### src/rtl/core/lgs_pkg.sv
// ============================================================================
// lgs_pkg - shared types and constants of the LDA topic sampler
// Configuration register map, count helpers and fixed-point limits.
// ============================================================================
package lgs_pkg;

    localparam int CFG_IW  = 2;
    localparam int CFG_DW  = 24;
    localparam int WORD_W  = 12;
    localparam int DOC_W   = 10;
    localparam int TOPIC_W = 6;
    localparam int RAND_W  = 32;
    localparam int NTOP_W  = 7;
    localparam int DIV_RW  = 50;

    typedef enum logic [CFG_IW-1:0] {
        REG_ALPHA      = 2'd0,
        REG_BETA       = 2'd1,
        REG_NUM_TOPICS = 2'd2,
        REG_VOCAB_SIZE = 2'd3
    } cfg_reg_t;

    typedef struct packed {
        logic [23:0] alpha_q16;
        logic [23:0] beta_q16;
        logic [6:0]  num_topics;
        logic [12:0] vocab_size;
    } cfg_t;

    localparam logic [23:0] ALPHA_RST = 24'd65536;
    localparam logic [23:0] BETA_RST  = 24'd6554;
    localparam logic [6:0]  NTOP_RST  = 7'd64;
    localparam logic [12:0] VOCAB_RST = 13'd4096;

    localparam logic KIND_INIT     = 1'b0;
    localparam logic KIND_RESAMPLE = 1'b1;

    localparam logic [52:0] WEIGHT_CAP = '1;
    localparam logic [31:0] RATIO_SAT  = 32'hFFFF_FFFF;
    localparam logic [31:0] COUNT_MAX  = 32'hFFFF_FFFF;

    // saturating counter step: up stops at all ones, down stops at zero
    function automatic logic [31:0] count_step(input logic [31:0] c, input logic up);
        logic [31:0] r;
        r = c;
        if (up)
        begin
            if (c != COUNT_MAX)
                r = c + 32'd1;
        end
        else
        begin
            if (c != 32'd0)
                r = c - 32'd1;
        end
        return r;
    endfunction

endpackage

### src/rtl/core/lgs_front.sv
// ============================================================================
// lgs_front - token intake
// Accepts a token, folds word and document indices into the store ranges
// and hands a packed command to the queue.
// ============================================================================
module lgs_front #(
    parameter int  MAX_WORDS = 4096,
    parameter int  MAX_DOCS  = 1024,
    localparam int WA        = $clog2(MAX_WORDS),
    localparam int DA        = (MAX_DOCS > 1) ? $clog2(MAX_DOCS) : 1,
    localparam int CMD_W     = 1 + WA + DA + 6 + 32
) (
    input  logic             clk,
    input  logic             rst_n,
    input  logic             enable,
    input  logic             s_tvalid,
    output logic             s_tready,
    input  logic [63:0]      s_tdata,
    input  logic [0:0]       s_tuser,
    output logic             cmd_valid,
    input  logic             cmd_ready,
    output logic [CMD_W-1:0] cmd_data
);
    import lgs_pkg::*;

    // index mod constant by reciprocal multiply; exact for these widths
    localparam int WREC = (MAX_WORDS >= 4096) ? 1 : ((1 << 24) + MAX_WORDS - 1) / MAX_WORDS;
    localparam int DREC = (MAX_DOCS >= 1024) ? 1 : ((1 << 20) + MAX_DOCS - 1) / MAX_DOCS;

    typedef enum logic [1:0] {F_IDLE, F_REDUCE, F_PUSH} fstate_t;

    fstate_t           state_reg, state_next;
    logic              kind_reg, kind_next;
    logic [11:0]       wraw_reg, wraw_next;
    logic [9:0]        draw_reg, draw_next;
    logic [5:0]        old_reg, old_next;
    logic [31:0]       rnd_reg, rnd_next;
    logic [12:0]       wq_reg, wq_next;
    logic [10:0]       dq_reg, dq_next;
    logic [WA-1:0]     widx_reg, widx_next;
    logic [DA-1:0]     didx_reg, didx_next;
    logic [36:0]       wprod;
    logic [30:0]       dprod;

    assign wprod = 37'(s_tdata[11:0]) * 37'(WREC);
    assign dprod = 31'(s_tdata[21:12]) * 31'(DREC);

    always_comb
    begin
        state_next = state_reg;
        kind_next  = kind_reg;
        wraw_next  = wraw_reg;
        draw_next  = draw_reg;
        old_next   = old_reg;
        rnd_next   = rnd_reg;
        wq_next    = wq_reg;
        dq_next    = dq_reg;
        widx_next  = widx_reg;
        didx_next  = didx_reg;
        case (state_reg)
            F_IDLE:
            begin
                if (s_tvalid && s_tready)
                begin
                    kind_next  = s_tuser[0];
                    wraw_next  = s_tdata[11:0];
                    draw_next  = s_tdata[21:12];
                    old_next   = s_tdata[27:22];
                    rnd_next   = s_tdata[59:28];
                    wq_next    = wprod[36:24];
                    dq_next    = dprod[30:20];
                    state_next = F_REDUCE;
                end
            end
            F_REDUCE:
            begin
                widx_next  = WA'(32'(wraw_reg) - 32'(wq_reg) * 32'(MAX_WORDS));
                didx_next  = DA'(32'(draw_reg) - 32'(dq_reg) * 32'(MAX_DOCS));
                state_next = F_PUSH;
            end
            F_PUSH:
            begin
                if (cmd_ready)
                    state_next = F_IDLE;
            end
            default: state_next = F_IDLE;
        endcase
    end

    always_ff @(posedge clk or negedge rst_n)
    begin
        if (!rst_n)
        begin
            state_reg <= F_IDLE;
        end
        else
        begin
            state_reg <= state_next;
        end
    end

    always_ff @(posedge clk)
    begin
        kind_reg <= kind_next;
        wraw_reg <= wraw_next;
        draw_reg <= draw_next;
        old_reg  <= old_next;
        rnd_reg  <= rnd_next;
        wq_reg   <= wq_next;
        dq_reg   <= dq_next;
        widx_reg <= widx_next;
        didx_reg <= didx_next;
    end

    assign s_tready  = enable && (state_reg == F_IDLE);
    assign cmd_valid = (state_reg == F_PUSH);
    assign cmd_data  = {kind_reg, widx_reg, didx_reg, old_reg, rnd_reg};

endmodule

### config.mk
export PLATFORM = sky130hd
export DESIGN_NAME = lgs_front
export DESIGN_NICKNAME = d
export VERILOG_FILES = /design/src/rtl/core/lgs_pkg.sv /design/src/rtl/core/lgs_front.sv
export SDC_FILE = /design/constraint.sdc
export NUM_CORES = 1
export LEC_CHECK = 0
export ABC_AREA = 1
export ABC_CLOCK_PERIOD_IN_PS = 11400
export BUFFER_PORTS_ARGS = -buffer_cell sky130_fd_sc_hd__buf_2
export CORE_MARGIN = 2
export CORE_UTILIZATION = 48
export DETAILED_ROUTE_END_ITERATION = 6
export PLACE_DENSITY_LB_ADDON = 0.2
export SLEW_MARGIN = 20
export SYNTH_ARGS = -nofsm -noshare
export SYNTH_HDL_FRONTEND = slang
export SYNTH_SLANG_ARGS = --single-unit
export TNS_END_PERCENT = 30
### constraint.sdc
create_clock -name clk -period 11.4 [get_ports clk]
set_input_delay 0.57 -clock clk [delete_from_list [all_inputs] [get_ports clk]]
set_output_delay 0.57 -clock clk [all_outputs]
set_load 0.02 [all_outputs]
==> summary.txt <==
# port buffers = 128
critical path arrival = 1.25 ns
top cell type's share of synthesized area = 95.68%
Pleak = 1.423 nW
WL/cell = 13.71 microns
top cells by area, synth = edfxtp_1 96%, dfrtp_1 1.9%, inv_1 0.72%
setup TNS = 0 ns
maximum vdd drop = 0.1029 mV
Post-synth top cells = 83 x edfxtp_1, 5 x inv_1, 4 x nor2_1
Synth area leader = edfxtp_1
most common cell in the netlist = edfxtp_1
PD cells = 167.8 nW/um^2
Final WS setup = 9.580 ns
via count = 1372
antenna cells = 0
Clock Skews = 0.004577 ns
FILL cells = 369
final core area utilization = 67.95%
# nets final = 309
largest net degree at the start of global routing = 62
type of the worst setup path = reg2out
clk sinks = 85
hold slack = 0.4127 ns
fin crit period = 1.820 ns
RSZ-0062 raised after global routing = false
critical-path maximum fanout = 4
DR DRC count = 0
number of global-route vias before repair = 1457
Num CTS Buffers = 9
Max Freq = 549.5 MHz
fraction of layout cells with a size suffix above 1 = 58.61%
die area = 6033 sq um
max-cap violation count = 0
Post-Place Setup Slack = 9.513 ns
via density per instance = 4.369
multi-input logic area = 48.80 sq um
placed instance count = 297
Critical Path Source = state_reg[1]$_DFFE_PN0P_
RePlAce Congestion = 0.6791
Clk Latency, worst-skew pair = 0.33 ns
startpoint class of the critical path = register
Die X = 77.67 microns
Die Y = 77.67 microns
Slew Limit Fails = 0
All-Layer GR Usage = 15.28%
DP Wirelength = 2965 microns
max reg flops = 32
ANT nets after route = 0
cts repair resizes = 0
status = finished, final reports clean
CP Capture Type = output pin
row cnt = 26
flop and latch count out of synthesis = 85
Hold Crit Class = in2reg
Layout area overhead = 34.92%
dominant synthesized flop cell = edfxtp_1
Starting Density = 50.36%
Async SR Flop Fraction = 2.353%
CORE AREA = 5172 sq um
hold path start = s_tdata[31]
Final Cell Area = 3515 sq um
Final Hold Fails = 0
post-synth cell types = 8
CTS Root Cell = clkbuf_8
Mapped Area = 2605 sq um
Yosys warning total = 0
gr ovfl total = 0
Syn Inst Count = 99
net count after synthesis = 169
Post-synth EDFFs = 83
slew of the pin with the lowest slew margin = 0.7437 ns
crit share post-route = 15.96%
Post-Route WL = 4305 microns
DP Area = 3341 sq um
Seq/Total Area, Yosys = 97.60%
Req. time, crit path = 10.83 ns
first-pass GRT wire length = 6596 microns
Ports = 133
non-filler cells, final = 314
reg-to-reg startpoint = state_reg[1]$_DFFE_PN0P_
antenna violations before repair = 0
TritonCTS clock tree = done
Worst slew margin = 50.42%
clock transition at the registers of the reported paths = 0.08 ns
length of the first detailed-routing pass in iterations = 4
clock buffer depth = 2
Avg Cell Area, Syn = 26.31 sq um
Total Power = 0.5898 mW
H-tree depth = 3
Final setup viols = 0
Sequential Area = 2542 sq um
initial DRC count = 68
-- repair_timing --
item | CTS | global route
hold buffers | 1 | 0
hold endpoints to repair | 2 | 0
buffers inserted | 0 | 0
-- placed cells by master (no fill, tap or decap) --
| cell | Yosys | routed |
|---|---|---|
| clkinvlp_4 | 0 | 2 |
| nand3b_1 | 1 | 1 |
| clkinv_1 | 0 | 2 |
| dfrtp_1 | 2 | 2 |
| dlygate4sd3_1 | 0 | 1 |
| inv_1 | 5 | 5 |
| clkinv_2 | 0 | 1 |
| edfxtp_1 | 83 | 83 |
| nor2_4 | 0 | 2 |
| nor2_1 | 4 | 3 |
| buf_4 | 1 | 1 |
| clkbuf_8 | 0 | 9 |
| buf_2 | 0 | 128 |
| nand2_1 | 2 | 2 |
| clkbuf_1 | 0 | 2 |
-- where the power goes --
part           switching (mW)  internal (mW)
combinational          0.0329         0.0171
clock                  0.0942         0.0775
sequential            0.00414          0.364
-- critical path, stage by stage, from the launching register on --
cell,delay (ns)
dfrtp_1,0.44
nor2_1,0.13
nand2_1,0.13
inv_1,0.07
buf_2,0.15
-- final timing paths --
check | endpoint | slack, ns | cells after the start
max | s_tready | 9.58 | 4
min | rnd_reg[3]$_DFFE_PP_ | 0.41 | 1
max reg2reg | draw_reg[2]$_DFFE_PP_ | 9.61 | 4
min reg2reg | didx_reg[3]$_DFFE_PN_ | 0.42 | 0
max in group asynchronous | state_reg[0]$_DFFE_PN0P_ | 10.76 | 2
min in group asynchronous | state_reg[1]$_DFFE_PN0P_ | 0.55 | 2
-- cell families after synthesis --
| kind of cell | count (synthesis) | share of synthesized area [%] |
|---|---|---|
| AND/OR/NAND/NOR | 8 | 1.393 |
| buffers and inverters | 6 | 1.009 |
| flip-flops | 85 | 97.60 |
-- layer usage --
| layer | global-route usage (%) | part of all wire [%] | up-vias |
|---|---|---|---|
| li1 | - | - | 662 |
| met1 | 16.78 | 37 | 616 |
| met2 | 23.02 | 48 | 90 |
| met3 | 8.023 | 14 | 4 |
| met4 | 10.18 | 1.4 | 0 |
| met5 | 0 | 0 | - |
-- final cells by class --
| cell class | count | share of cell area [%] |
|---|---|---|
| multi-input cells | 8 | 1.388 |
| clock inverters | 5 | 0.7832 |
| well taps | 70 | 2.492 |
| inverters | 5 | 0.5340 |
| flip-flops and latches | 85 | 72.34 |
| clock buffers | 11 | 3.738 |
| repair buffers | 130 | 18.73 |
Power figures use the tool's default switching activity.
