$ cat src/rtl/core/lgs_fifo.sv
// ============================================================================
// lgs_fifo - command queue
// Short first-in first-out queue between intake and sampling engine.
// ============================================================================
module lgs_fifo #(
    parameter int WIDTH = 8,
    parameter int DEPTH = 2
) (
    input  logic             clk,
    input  logic             rst_n,
    input  logic             in_valid,
    output logic             in_ready,
    input  logic [WIDTH-1:0] in_data,
    output logic             out_valid,
    input  logic             out_ready,
    output logic [WIDTH-1:0] out_data
);
    localparam int PW = (DEPTH > 1) ? $clog2(DEPTH) : 1;
    localparam int CW = $clog2(DEPTH + 1);

    logic [WIDTH-1:0] slot_reg [DEPTH];
    logic [PW-1:0]    wr_reg, wr_next;
    logic [PW-1:0]    rd_reg, rd_next;
    logic [CW-1:0]    cnt_reg, cnt_next;
    logic             push, pop;

    assign in_ready  = (cnt_reg != CW'(DEPTH));
    assign out_valid = (cnt_reg != '0);
    assign out_data  = slot_reg[rd_reg];
    assign push      = in_valid && in_ready;
    assign pop       = out_valid && out_ready;

    always_comb
    begin
        wr_next  = wr_reg;
        rd_next  = rd_reg;
        cnt_next = cnt_reg;
        if (push)
            wr_next = (wr_reg == PW'(DEPTH - 1)) ? '0 : wr_reg + PW'(1);
        if (pop)
            rd_next = (rd_reg == PW'(DEPTH - 1)) ? '0 : rd_reg + PW'(1);
        if (push && !pop)
            cnt_next = cnt_reg + CW'(1);
        else if (pop && !push)
            cnt_next = cnt_reg - CW'(1);
    end

    always_ff @(posedge clk or negedge rst_n)
    begin
        if (!rst_n)
        begin
            wr_reg  <= '0;
            rd_reg  <= '0;
            cnt_reg <= '0;
        end
        else
        begin
            wr_reg  <= wr_next;
            rd_reg  <= rd_next;
            cnt_reg <= cnt_next;
        end
    end

    always_ff @(posedge clk)
    begin
        if (push)
            slot_reg[wr_reg] <= in_data;
    end

endmodule

$ cat config.mk
export PLATFORM = sky130hd
export DESIGN_NAME = lgs_fifo
export DESIGN_NICKNAME = d
export VERILOG_FILES = /design/src/rtl/core/lgs_fifo.sv
export SDC_FILE = /design/constraint.sdc
export NUM_CORES = 1
export LEC_CHECK = 0
export BUFFER_PORTS_ARGS = -buffer_cell sky130_fd_sc_hd__buf_2
export CAP_MARGIN = 20
export CORE_MARGIN = 2
export CORE_UTILIZATION = 44
export DETAILED_ROUTE_END_ITERATION = 8
export PLACE_DENSITY = 0.74
export SLEW_MARGIN = 20
export SYNTH_ARGS = -nofsm -noshare
export SYNTH_HDL_FRONTEND = slang
export SYNTH_SLANG_ARGS = --single-unit
export TNS_END_PERCENT = 1
$ cat constraint.sdc
create_clock -name clk -period 1.3 [get_ports clk]
set_clock_uncertainty 0.05 [all_clocks]
set_input_delay 0.195 -clock clk [delete_from_list [all_inputs] [get_ports clk]]
set_output_delay 0.195 -clock clk [all_outputs]
set_load 0.01 [all_outputs]
==> impl_metrics.py, run 1 <==
metrics = {
    "route": {
        "num_vias": 438,
        "drt_iter0_markers": 8,
        "vias_per_cell": 4.337,
        "first_pass_iters": 4,
        "drt_wl_total_mm": 1.216,
        "ant_nets": 0,
        "drc": 0,
        "routedWlPerCell_um": 12.04,
    },
    "timing": {
        "worstMarginPinSlew_ps": 215.3,
        "slew-limit-headroom_pct": 85.65,
        "slew_violations": 0,
        "fmax_mhz": 660.6,
        "setup_viol": 15,
        "min_period_ps": 1514,
        "setup_tns_ps": -1954,
        "rsz0062_at_grt": "true",
        "setup_ws_ps": -213.8,
        "period_share_pct": 116.4,
        "hold_viol": 0,
    },
    "synth": {
        "synth.most_common_cell": "edfxtp_1",
        "synth_seq_cells": 20,
        "seq_area_frac_synth_pct": 73.77,
        "synthCells": 43,
        "synth_top_area_share_pct": 61.05,
        "syn_area_um2": 787.0,
        "synth_ff_type": "edfxtp_1",
        "ys_types": 14,
        "yosysWarnings": 0,
        "synth_edf_count": 16,
        "async_flop_share_pct": 20.00,
        "avgSynthCellArea_um2": 18.30,
        "synth_common_cells": "edfxtp_1, mux2_2, dfrtp_1",
        "synth_area_leaders": "edfxtp_1, dfrtp_1, mux2_2",
        "yosys.area.top_type": "edfxtp_1",
        "syn_nets": 56,
    },
    "global_routing": {
        "grt_antenna_before_repair": 0,
        "overflow": 0,
        "grt_max_degree": 13,
        "track_usage_pct": 13.23,
        "grt_pass1_vias": 434,
        "grt_pass1_wl_mm": 1.835,
    },
    "finish": {
        "diodes": 0,
        "post-route-util_pct": 65.42,
        "largest_reg_flops": 16,
        "fin_nets": 90,
        "layout-drive-gt1-share_pct": 64.47,
        "area_growth_pct": 41.97,
    },
    "clock_network": {
        "cts_tree": "done",
        "h-tree-depth": 1,
        "cts_inserted_buffers": 3,
        "cts_root_buf": "clkbuf_4",
        "clk_latency_ps": 300,
        "clock_sinks": 20,
        "clkTransAtPathRegs_ps": 110,
        "clock_path_buffers": 2,
    },
    "pwr": {
        "switching_power_mw": 0.7186,
        "comb_power_share_pct": 42.7,
        "p_total_mw": 2.597,
        "p_clk_share_pct": 19.2,
        "p_leak_nw": 0.4564,
        "seq_power_share_pct": 38.2,
        "power.density_nw_per_um2": 2324,
        "switching_share_pct": 27.67,
        "ir_drop_uv": 1195,
        "p_int_mw": 1.878,
    },
    "floorplan": {
        "die_w_um": 46.29,
        "ios": 22,
        "fp.coreArea_um2": 1708,
        "placementRows": 15,
        "dieArea_um2": 2143,
        "start_util_pct": 46.08,
        "die_y_um": 46.29,
    },
    "run": {
        "maxCapViolCount": 0,
    },
    "critical_path": {
        "arrival_ps": 1270,
        "critPathSlowestCell": "dfrtp_2",
        "cp.required_ps": 1050,
        "path_class": "register to primary output",
        "max_stage_delay_ps": 390,
        "startpoint_type": "register",
        "path_cells": "buf_6 -> mux2_2 -> buf_6",
        "critical_path.max_fanout": 5,
        "cp-end-kind": "primary output",
        "crit_top_cell": "buf_6",
    },
    "status": {
        "status": "finished with violations",
        "violations": "negative setup slack",
    },
    "place": {
        "gp_congestion": 0.7145,
        "io_buffers": 21,
        "hpwl_um": 850.5,
    },
    "worst_hold_path": {
        "hp-class": "input port to register",
    },
}
-- worst paths after layout --
check                           cells after the start        endpoint  slack [ps]  startpoint
worst max-delay path                                3     out_data[1]        -210      rd_reg
worst min-delay path                                1  slot_reg[1][5]          30  in_data[5]
worst max register to register                      6      cnt_reg[1]        -110  cnt_reg[1]
worst min register to register                      1          wr_reg         470      wr_reg
max in group asynchronous                           2      cnt_reg[1]         900       rst_n
min in group asynchronous                           2          wr_reg         170       rst_n
-- power by group through the flow --
stage               registers, mW  clock network, mW  logic [mW]
finish                      0.991              0.497        1.11
global route                 1.01              0.541        1.19
CTS                         0.988              0.511        1.13
detailed placement           1.04                  0       0.825
global placement             1.03                  0       0.809
floorplan                   0.977                  0       0.559
-- metrics by stage --
step | cell area, um2 | instances | worst slack [ps] | hold slack (ps)
after floorplan | 789.5 | 43 | -115.5 | -150.6
after global placement | 965.9 | 94 | -92.29 | -43.69
after detailed placement | 965.9 | 94 | -118.2 | -42.06
after CTS | 1116 | 101 | -224.0 | 20.30
after global routing | 1117 | 101 | -275.0 | 4.755
final | 1117 | 101 | -213.8 | 28.24
-- metal layers --
metal  vias to the layer above  share of wire [%]  track usage (%)
li1                        218                  -                -
met1                       204                 41            13.27
met2                        14                 51            22.50
met3                         2                6.2            3.922
met4                         0                1.4            10.29
met5                         -                  0                0
-- placed cells by master, fill, tap and decap left out, drive strengths merged, types with 2 or more instances in the layout --
master	Yosys	routed
buf	1	29
clkbuf	0	3
dfrtp	4	4
edfxtp	16	16
mux2	8	8
nand2	2	2
nor2	2	2
xnor2	3	3
xor2	2	2
-- kinds of logic (layout without fill, tap and decap cells) --
family / after synthesis / in the layout / synth area share, %
mux: 8 / 8 / 11.45
flops: 20 / 20 / 73.77
xor+xnor: 5 / 5 / 5.565
fa+ha+maj: 1 / 1 / 1.590
simple gates: 7 / 7 / 6.518
buf+inv: 2 / 35 / 1.112
-- final cells by class --
cell class                 count  area (um2)
fill                         127       590.6
clock inverter                 1       30.03
timing repair buffer          30       232.7
multi-input combinational     21       214.0
tap                           25       31.28
sequential                    20       583.1
inverter                       1       3.754
clock buffer                   3       22.52
-- what timing repair did --
| action | 4_1_cts | 5_1_grt |
|---|---|---|
| pin swaps | 0 | 2 |
| buffers inserted | 2 | 0 |
| cloned | 0 | 0 |
| endpoints found under the setup margin | 27 | 20 |
| hold buffers | 1 | 0 |
| resized for setup | 15 | 1 |
| hold endpoints to repair | 4 | 0 |
-- critical path, delay by kind of cell (launching register included) --
kind     cells  cell delay, ps
flops        1             390
mux          1             340
buf+inv      2             240
(Power assumes the default switching activity.)
==> inputs of run 2 (changes only) <==
ABC_AREA = 1   (was not set)
BUFFER_PORTS_ARGS = not set   (was -buffer_cell sky130_fd_sc_hd__buf_2)
CORE_UTILIZATION = 50   (was 44)
DONT_BUFFER_PORTS = 1   (was not set)
PLACE_DENSITY = 0.7   (was 0.74)
REMOVE_ABC_BUFFERS = 1   (was not set)
==> impl_metrics.py, run 2 <==
metrics = {
    "status": {
        "status": "finished with violations",
        "violations": "negative setup slack",
    },
    "critical_path": {
        "worstReg2RegStart": "cnt_reg[1]",
        "critPathSlowestCell": "dfrtp_1",
        "worst_r2r_path_depth": 8,
        "cp-startpoint": "cnt_reg[0]",
        "crit_top_cell": "buf_6",
        "r2r_setup_slack_ps": 0,
        "path_class": "register to primary output",
        "path_cells": "inv_2 -> nand2_4 -> buf_6 -> buf_6",
        "cp.required_ps": 1050,
        "max_stage_delay_ps": 400,
        "cp-end-kind": "primary output",
        "startpoint_type": "register",
        "r2r_end": "cnt_reg[1]",
        "critical_path.max_fanout": 3,
        "arrival_ps": 1090,
    },
    "synth": {
        "yosysWarnings": 0,
        "synth_area_leaders": "edfxtp_1, nand2_1, dfrtp_1",
        "ys_types": 14,
        "synth_common_cells": "nand2_1, edfxtp_1, dfrtp_1, inv_1, inv_2",
        "seq_area_frac_synth_pct": 70.20,
        "synth_top_area_share_pct": 58.09,
        "synth_seq_cells": 20,
        "synthCells": 70,
        "async_flop_share_pct": 20.00,
        "synth_edf_count": 16,
        "synth_ff_type": "edfxtp_1",
        "syn_area_um2": 827.0,
        "synth.most_common_cell": "nand2_1",
        "yosys.area.top_type": "edfxtp_1",
        "avgSynthCellArea_um2": 11.81,
    },
    "global_routing": {
        "overflow": 0,
        "track_usage_pct": 16.41,
        "grt_antenna_before_repair": 0,
        "grt_max_degree": 13,
        "grt_pass1_vias": 564,
        "grt_pass1_wl_mm": 2.277,
    },
    "pwr": {
        "p_int_mw": 1.696,
        "comb_power_share_pct": 42.5,
        "power.density_nw_per_um2": 2283,
        "switching_power_mw": 0.9149,
        "p_leak_nw": 0.4861,
        "seq_power_share_pct": 38.4,
        "ir_drop_uv": 1462,
        "p_clk_share_pct": 19.1,
        "switching_share_pct": 35.04,
    },
    "clock_network": {
        "clkTransAtPathRegs_ps": 110,
        "clock_sinks": 20,
        "h-tree-depth": 1,
        "clock_path_buffers": 2,
        "cts_root_buf": "clkbuf_4",
        "cts_inserted_buffers": 3,
        "clk_latency_ps": 290,
        "cts_tree": "done",
    },
    "timing": {
        "hold_viol": 0,
        "worstMarginPinSlew_ps": 219.3,
        "slew-limit-headroom_pct": 85.33,
        "slew_violations": 0,
        "min_period_ps": 1338,
        "setup_tns_ps": -37.95,
        "period_share_pct": 102.9,
        "setup_ws_ps": -37.95,
        "fmax_mhz": 747.4,
        "setup_viol": 1,
        "rsz0062_at_grt": "true",
    },
    "worst_hold_path": {
        "hp-start": "out_ready",
        "min_to": "rd_reg",
        "hp-class": "input port to register",
        "hold_depth": 3,
    },
    "route": {
        "first_pass_iters": 4,
        "num_vias": 546,
        "drt_iter0_markers": 15,
        "ant_nets": 0,
        "routedWlPerCell_um": 13.34,
        "vias_per_cell": 5.009,
        "drt_wl_total_mm": 1.454,
        "drc": 0,
    },
    "finish": {
        "layout-drive-gt1-share_pct": 38.71,
        "area_growth_pct": 38.28,
        "layout_common_cells": "nand2_1, edfxtp_1, nand2_2",
        "diodes": 0,
        "layout_commonest_cell": "nand2_1",
        "fin_nets": 107,
        "final.fill_count": 101,
        "largest_reg_flops": 16,
    },
    "floorplan": {
        "fp.coreArea_um2": 1524,
        "dieArea_um2": 1995,
        "die_w_um": 44.67,
        "placementRows": 14,
        "start_util_pct": 54.27,
        "ios": 22,
        "die_y_um": 44.67,
    },
    "place": {
        "io_buffers": 0,
        "hpwl_um": 908.3,
        "gp_congestion": 0.7915,
        "post-place-ws_ps": -37.94,
    },
    "run": {
        "maxCapViolCount": 0,
    },
}
-- run 2: cell type report --
cell class,instances,area [um2],share of cell area [%]
clock inverters,1,30.03,2.626
well taps,16,20.02,1.751
repair buffers,20,201.4,17.61
inverters,7,31.28,2.735
clock buffers,3,22.52,1.969
multi-input cells,42,256.5,22.43
flip-flops and latches,20,581.8,50.88
-- run 2: power by group through the flow --
stage / Sequential (mW) / Combinational [mW] / Clock (mW)
after global routing: 1.02 / 1.21 / 0.525
after CTS: 0.995 / 1.01 / 0.506
final: 1.00 / 1.11 / 0.499
after global placement: 0.993 / 0.818 / 0
after detailed placement: 1.00 / 0.837 / 0
after floorplan: 0.997 / 0.555 / 0
-- run 2: repair_timing --
item | 4_1_cts | 5_1_grt
endpoints found under the setup margin | 26 | 27
buffers inserted | 1 | 1
pin swaps | 1 | 4
hold buffers | 10 | 0
endpoints found under the hold margin | 21 | 0
gates resized for setup | 15 | 9
-- run 2: routing by layer --
| metal | GRT usage [%] | up-vias | wire, um |
|---|---|---|---|
| met5 | 0 | - | 0 |
| met4 | 8.485 | 0 | 6 |
| met3 | 5.306 | 2 | 112 |
| met2 | 27.25 | 24 | 760 |
| met1 | 18.78 | 247 | 574 |
| li1 | - | 273 | - |
-- run 2: worst max-delay path by stage --
stage,slack (ps),to,depth (start not counted)
after CTS,-30,in_ready,4
after global placement,-30,cnt_reg[1],8
final,-40,in_ready,4
after detailed placement,-40,cnt_reg[1],9
after global routing,-70,in_ready,4
after floorplan,-70,slot_reg[0][0],4
-- run 2: through the flow --
| step | std cells | hold WS, ps | power [mW] | area [um2] | util (%) |
|---|---|---|---|---|---|
| floorplan | 69 | -150.6 | 1.552 | 815.8 | - |
| global placement | 93 | -150.5 | 1.811 | 895.9 | 58.78 |
| detailed placement | 93 | -150.5 | 1.838 | 895.9 | 58.78 |
| CTS | 108 | 23.55 | 2.514 | 1107 | 72.66 |
| global route | 109 | 73.93 | 2.752 | 1144 | 75.04 |
| finish | 109 | 36.28 | 2.611 | 1144 | 75.04 |
-- run 2: kinds of logic (layout without fill, tap and decap cells) --
family	after synthesis	count (layout)	share of synthesized area, %
xor gates and xnor gates	2	2	3.026
DFF	20	20	70.20
and+or+nand+nor	39	39	20.73
buffers and inverters	8	31	4.538
adders and majority gates	1	1	1.513
-- run 2: worst max-delay path: cells and delay by family, from the launching register on --
kind,cells,cell delay (ps)
buffers and inverters,3,330
AND/OR/NAND/NOR,1,70
flip-flops,1,400
